## src/rtl/euclidean_prim_mst_defines.svh

```systemverilog
// ----------------------------------------------------------------------------
// euclidean_prim_mst assertion macros
// Concurrent assertion helpers, clocked on clk, disabled while rst is high.
// ----------------------------------------------------------------------------
`ifndef EUCLIDEAN_PRIM_MST_DEFINES_SVH
`define EUCLIDEAN_PRIM_MST_DEFINES_SVH

// same-cycle implication
`define EPMST_ASSERT_SAME(lbl, ante, cons, msg) \
  lbl: assert property (@(posedge clk) disable iff (rst) (ante) |-> (cons)) \
    else $error(msg);

// next-cycle implication
`define EPMST_ASSERT_NEXT(lbl, ante, cons, msg) \
  lbl: assert property (@(posedge clk) disable iff (rst) (ante) |=> (cons)) \
    else $error(msg);

`endif

```

## src/rtl/epmst_pkg.sv

```systemverilog
// ----------------------------------------------------------------------------
// epmst_pkg
// Shared constants, types and controller/datapath interface structs.
// ----------------------------------------------------------------------------
package epmst_pkg;

  localparam int MAX_NODES  = 64;
  localparam int COORD_BITS = 16;

  localparam int IDX_W  = $clog2(MAX_NODES);
  localparam int CNT_W  = $clog2(MAX_NODES + 1);
  localparam int DIFF_W = COORD_BITS + 1;
  localparam int MAG_W  = 17;
  localparam int KEY_W  = 34;

  localparam logic [KEY_W-1:0] KEY_INF  = {KEY_W{1'b1}};
  localparam logic [KEY_W-1:0] DIST_SAT = {{(KEY_W-1){1'b1}}, 1'b0};
  localparam logic [KEY_W-1:0] DIFF_LIM = KEY_W'(1) << MAG_W;

  localparam int S_TDATA_W  = ((2 * COORD_BITS + 7) / 8) * 8;
  localparam int M_FIELDS_W = 2 * IDX_W + KEY_W;
  localparam int M_TDATA_W  = ((M_FIELDS_W + 7) / 8) * 8;
  localparam int M_TUSER_W  = 2;

  typedef enum logic [2:0] {
    ST_LOAD,
    ST_START,
    ST_SCAN,
    ST_DRAIN,
    ST_NEXT,
    ST_OUT_RD,
    ST_OUT_WAIT,
    ST_OUT_SEND
  } state_t;

  typedef struct packed {
    logic load;
    logic build_init;
    logic pass_start;
    logic scan;
    logic sel_next;
    logic out_start;
    logic out_rd;
    logic out_load;
    logic clear_set;
  } dp_cmd_t;

  typedef struct packed {
    logic scan_last;
    logic pipe_busy;
    logic found;
    logic out_taken;
    logic out_last;
  } dp_status_t;

endpackage

```

## src/rtl/epmst_ctrl.sv

```systemverilog
// ----------------------------------------------------------------------------
// epmst_ctrl
// Sequencer for point loading, Prim passes and result output.
// ----------------------------------------------------------------------------
module epmst_ctrl
  import epmst_pkg::*;
(
  input  logic       clk,
  input  logic       rst,
  input  logic       s_tvalid,
  input  logic       s_tlast,
  output logic       s_tready,
  input  dp_status_t status,
  output dp_cmd_t    cmd
);

  state_t state;
  state_t state_next;

  always_ff @(posedge clk) begin
    if (rst) begin
      state <= ST_LOAD;
    end else begin
      state <= state_next;
    end
  end

  always_comb begin
    state_next = state;
    cmd        = '0;
    s_tready   = 1'b0;
    unique case (state)
      ST_LOAD: begin
        s_tready = 1'b1;
        if (s_tvalid) begin
          cmd.load = 1'b1;
          if (s_tlast) begin
            cmd.build_init = 1'b1;
            state_next     = ST_START;
          end
        end
      end
      ST_START: begin
        cmd.pass_start = 1'b1;
        state_next     = ST_SCAN;
      end
      ST_SCAN: begin
        cmd.scan = 1'b1;
        if (status.scan_last) begin
          state_next = ST_DRAIN;
        end
      end
      ST_DRAIN: begin
        if (!status.pipe_busy) begin
          state_next = ST_NEXT;
        end
      end
      ST_NEXT: begin
        if (status.found) begin
          cmd.sel_next = 1'b1;
          state_next   = ST_START;
        end else begin
          cmd.out_start = 1'b1;
          state_next    = ST_OUT_RD;
        end
      end
      ST_OUT_RD: begin
        cmd.out_rd = 1'b1;
        state_next = ST_OUT_WAIT;
      end
      ST_OUT_WAIT: begin
        cmd.out_load = 1'b1;
        state_next   = ST_OUT_SEND;
      end
      ST_OUT_SEND: begin
        if (status.out_taken) begin
          if (status.out_last) begin
            cmd.clear_set = 1'b1;
            state_next    = ST_LOAD;
          end else begin
            state_next = ST_OUT_RD;
          end
        end
      end
      default: begin
        state_next = ST_LOAD;
      end
    endcase
  end

endmodule

```

## config.mk

```make
export PLATFORM = sky130hd
export DESIGN_NAME = epmst_ctrl
export DESIGN_NICKNAME = d
export VERILOG_FILES = /design/src/rtl/euclidean_prim_mst_defines.svh /design/src/rtl/epmst_pkg.sv /design/src/rtl/epmst_ctrl.sv
export SDC_FILE = /design/constraint.sdc
export NUM_CORES = 1
export LEC_CHECK = 0
export BUFFER_PORTS_ARGS = -buffer_cell sky130_fd_sc_hd__buf_2
export CORE_AREA = 2 2 39 41
export DETAILED_ROUTE_END_ITERATION = 10
export DIE_AREA = 0 0 41 43
export HOLD_SLACK_MARGIN = 0.08
export MAX_ROUTING_LAYER = met4
export PLACE_DENSITY = 0.58
export SYNTH_ARGS = -nofsm -noshare
export SYNTH_HDL_FRONTEND = slang
export SYNTH_SLANG_ARGS = --single-unit
```

## constraint.sdc

```tcl
create_clock -name clk -period 1.3 [get_ports clk]
set_input_delay 0.065 -clock clk [delete_from_list [all_inputs] [get_ports clk]]
set_output_delay 0.065 -clock clk [all_outputs]
set_load 0.01 [all_outputs]
```

# == After elaboration in Yosys (flattened, before gate mapping) ==
# Cells that the tools add are included.
# op_classes
mux,22
reduce_logical,2
eq_ne,12
# ops
operator,count
3-bit one-hot mux with 8 select lines,1
3-bit 2-to-1 mux,7
3-bit == test (second input constant),4
1-bit 2-to-1 mux,11
2-bit inequality test (second input constant),5
3-bit by 2-bit == test with 1-bit output (second input constant),2
2-bit 2-to-1 mux,3
5-bit AND reduction,1
3-bit by 1-bit == test with 1-bit output (second input constant),1
3-bit logical NOT,1
# word_totals
elab_cells,37
register_bits,3
out_inout_bits,10
in_bits,9

# == Longest topological paths before layout ==
# depth
word_depth,3
ltp_mapped,6
depth_no_buf,6

# == Worst setup path before layout ==
# No wires, ideal clock.
# synth_path
path_type,reg-to-reg
start,register state[0]
end,register state[2]
path_stages_with_launch,7
t_required_ps,1236
arrival_ps,1339
synth_period_minus_slack_ps,1402
setup_time_ps,64
n_path_buf,0
path_slack_ps,-102
path_cell_list,dfxtp_1 inv_1 ha_1 nor2b_1 o2bb2ai_2 o32a_1 nor2_1
# synth_between
elab_chain_len,3
word_cells_on_any_way,15
cone_classes,eq/ne (12); mux (1); reduce/logical (2)
# synth_lines
item,line_no,rtl
start: declaration,epmst_ctrl.sv:17,state_t state;
start signal: assignment,epmst_ctrl.sv:24,state <= state_next;
"3-bit by 2-bit == test with 1-bit output, or another cell as far along",epmst_ctrl.sv:32,unique case (state)
2-bit inequality test (no line),--,
5-bit AND reduction (no line),--,
# Several ways; a longest one is shown, not always the timed one.
# A chain may end at the register's enable or synchronous reset.

==> results.md <==
- Synth async-reset ratio: 0%
- Filler instances: about 140
- Area Growth Syn to Fin: 85.9%
- NumNets Final: 86
- Largest Register: state
- Layout cells sized above 1: 63.9%
- Pwr dens: roughly 1900 mW/mm^2
- Critical path class: reg -> out
- Post-route ant nets: 0
- Overall Power: approximately 1.2 mW
- Failing checks: negative setup slack
- Hpwl dp: 698 um
- CP max stage delay: between 0.3 and 0.4 ns
- Syn avg cell area: approximately 7.9 sq um
- Ant. Diodes: 0
- Slew margin rel.: between 80% and 90%
- Max-cap viol count: 0
- Clock Sinks: 3
- H-Tree Depth: 1
- CTS max path bufs: 2
- CP Buf/Inv Count: 3
- Arr. time, crit path: about 1.3 ns
- Setup ws final: -0.107 ns
- R2R cell count: 6
- Skew-Pair Late Insertion Delay: ~0.23 ns
- CP Max Fanout: 4
- Worst setup EP type: output port
- Number of enable flip-flop cells after synthesis: 0
- Chip width: between 40 and 50 um
- Register area share after synthesis: around 18%
- Largest delay share family, worst path: flip-flops
- IO Port Bufs: 18
- FF-to-FF Start: state[1]$_SDFFE_PP0P_
- Cell chosen for the clock root: clkbuf_4
- Skew final: between 0.004 and 0.005 ns
- Remaining DRCs: 0
- Status: complete, but fails checks
- Vias in the first global route: approximately 350
- Synth Flop Type: dfxtp_1
- Die Y: 43 um
- Min Hold Slack: around 0.18 ns
- Antenna violations before repair: 0
- DR iter-0 viols: 3
- Largest net degree at the start of global routing: 10
- DRT Pass-1 Iters: 2
- Die ar.: around 0.0018 sq mm
- Multi-input gate area: 328 sq um
- Cell variety after synth: 24
- Tot GR Track Use: approximately 13%
- Top flop regs: state (3)
- Slew at the pin closest to its max-slew limit: 0.270 ns
- Clock transition at path regs: 0.04 ns
- Synthesized net count: 56
- Core ar.: between 0.001 and 0.0015 sq mm
- Max reg flops: 3
- Crit-path most repeated cell: buf_6
- GP Congestion: approximately 0.75
- Fin. max-slew vios: 0
- Type of the tightest min-delay check: in -> reg
- Critical Path RT: approximately 1.2 ns
- CTS Buf Count: 3
- Placed insts: a little over 80
- RR Endpoint: state[2]$_SDFFE_PP0P_
- Via count: 413
- Total congestion overflow: 0
- Vias per Instance: about 4.7
- Mapped Cells: 43
- Yosys reg bits: 3
- Placement Rows: 14
- Cell area after synthesis: approximately 340 sq um
- CP max-delay cell: dfxtp_4
- RSZ-0062 raised after global routing: yes
- CTS tree: done
- Worst hold path startpoint: status[1]
- Ports: 19
- F_max: slightly above 700 MHz
- Period utilisation layout: 108%
- Startpoint Class: register
- Final number of setup-violating endpoints: 8
- Final Hold Viols: 0
- CP Cell Sequence: inv_4, ha_4, nor2b_4, buf_6, and3_4, buf_6
- Post-Route WL: ~950 um
- Critical Path Source: state[0]$_SDFFE_PP0P_
- R2r setup slk: -0.04 ns
- First-pass GRT wire length: around 1400 um
- Synth Warn #: 0
- Min-Delay Path Depth: 3
- Finished Layout Cells: 88
- Tmin final: ~1.4 ns
- Max rail drop VDD: ~0.0013 V
- Setup tns final: -0.386 ns
- Leakage: between 0.2 and 0.3 nW
- Initial Util: between 20% and 30%
- Routed len/inst: about 11 um
- Hold Path End: state[2]$_SDFFE_PP0P_
- Register area: ~70 sq um
==> how the worst max path moves through the flow <==
stage | to | slack, ns | cells past startpoint
after floorplan | state[0]$_SDFFE_PP0P_ | 0.02 | 5
after global placement | state[0]$_SDFFE_PP0P_ | -0.14 | 5
after detailed placement | state[0]$_SDFFE_PP0P_ | -0.12 | 5
after CTS | cmd[0] | -0.1 | 5
after global routing | cmd[7] | -0.16 | 6
final | cmd[7] | -0.11 | 6
==> per-layer routing <==
layer | up-vias | share of wire (%) | track usage, %
met3 | 0 | 6.9 | 6.28
met1 | 187 | 46 | 14.4
met2 | 14 | 47 | 19.4
met4 | 0 | 0 | 2.00
met5 | - | 0 | -
li1 | 212 | - | -
==> report_power, final <==
| part | internal, mW | switching (mW) | leakage, nW | total (mW) |
|---|---|---|---|---|
| combinational | 0.477 | 0.362 | 0.250 | 0.839 |
| clock | 0.115 | 0.0474 | 0.0150 | 0.162 |
| sequential | 0.140 | 0.0562 | 0.0264 | 0.197 |
==> stage by stage <==
| step | setup slack, ns | area, sq um | utilization [%] |
|---|---|---|---|
| after floorplan | 0.0179 | 350 | - |
| after global placement | -0.138 | 487 | 35.2 |
| after detailed placement | -0.125 | 487 | 35.2 |
| after CTS | -0.0967 | 593 | 42.9 |
| after global routing | -0.156 | 628 | 45.4 |
| final | -0.107 | 628 | 45.4 |
==> synthesized netlist by cell type, types with 2 or more instances <==
cell / number / area, sq um
inv_1: 2 / 7.51
dfxtp_1: 3 / 60.1
nor2_1: 3 / 11.3
nor2b_1: 4 / 25.0
ha_1: 4 / 50.1
a21oi_1: 2 / 10.0
o21a_1: 2 / 15.0
nand2_1: 5 / 18.8
and2_1: 3 / 18.8
==> what timing repair did <==
item	in CTS	in global routing
setup endpoints to repair	11	13
hold buffers	1	0
endpoints found under the hold margin	3	0
buffers inserted	2	0
resized for setup	13	9
pin swaps	6	3
==> worst register-to-register path: stages, from the launching register on <==
cell,delay [ns]
dfxtp_4,0.35
buf_4,0.14
ha_2,0.17
nand2b_1,0.10
a21oi_2,0.08
o32a_1,0.35
nor2_1,0.09
==> cell families (layout without fill, tap and decap cells) <==
kind of cell    Yosys count  in the layout  synth area share [%]
compound gates           13             13                  30.0
fa+ha+maj                 4              4                  14.8
buf+inv                   3             32                  5.56
flops                     3              3                  17.8
simple gates             20             20                  31.9
==> placed cells by master (no fill, tap or decap), types with 2 or more instances in the layout <==
cell type / netlist / final
nor2_1: 3 / 3
inv_4: 0 / 2
a21oi_2: 1 / 2
buf_6: 1 / 4
buf_4: 0 / 5
nor2b_1: 4 / 3
dfxtp_4: 0 / 2
ha_4: 0 / 2
o21a_1: 2 / 2
buf_2: 0 / 16
clkbuf_4: 0 / 3
and2_1: 3 / 2
nand2_1: 5 / 5
==> area by class of cell <==
type                            count  area share (%)
Tap cell                           16            3.19
Sequential cell                     3            11.0
Multi-Input combinational cell     37            52.2
Clock buffer                        4            4.18
Timing Repair Buffer               26            27.5
Inverter                            2            1.99
(Power assumes the default switching activity.)
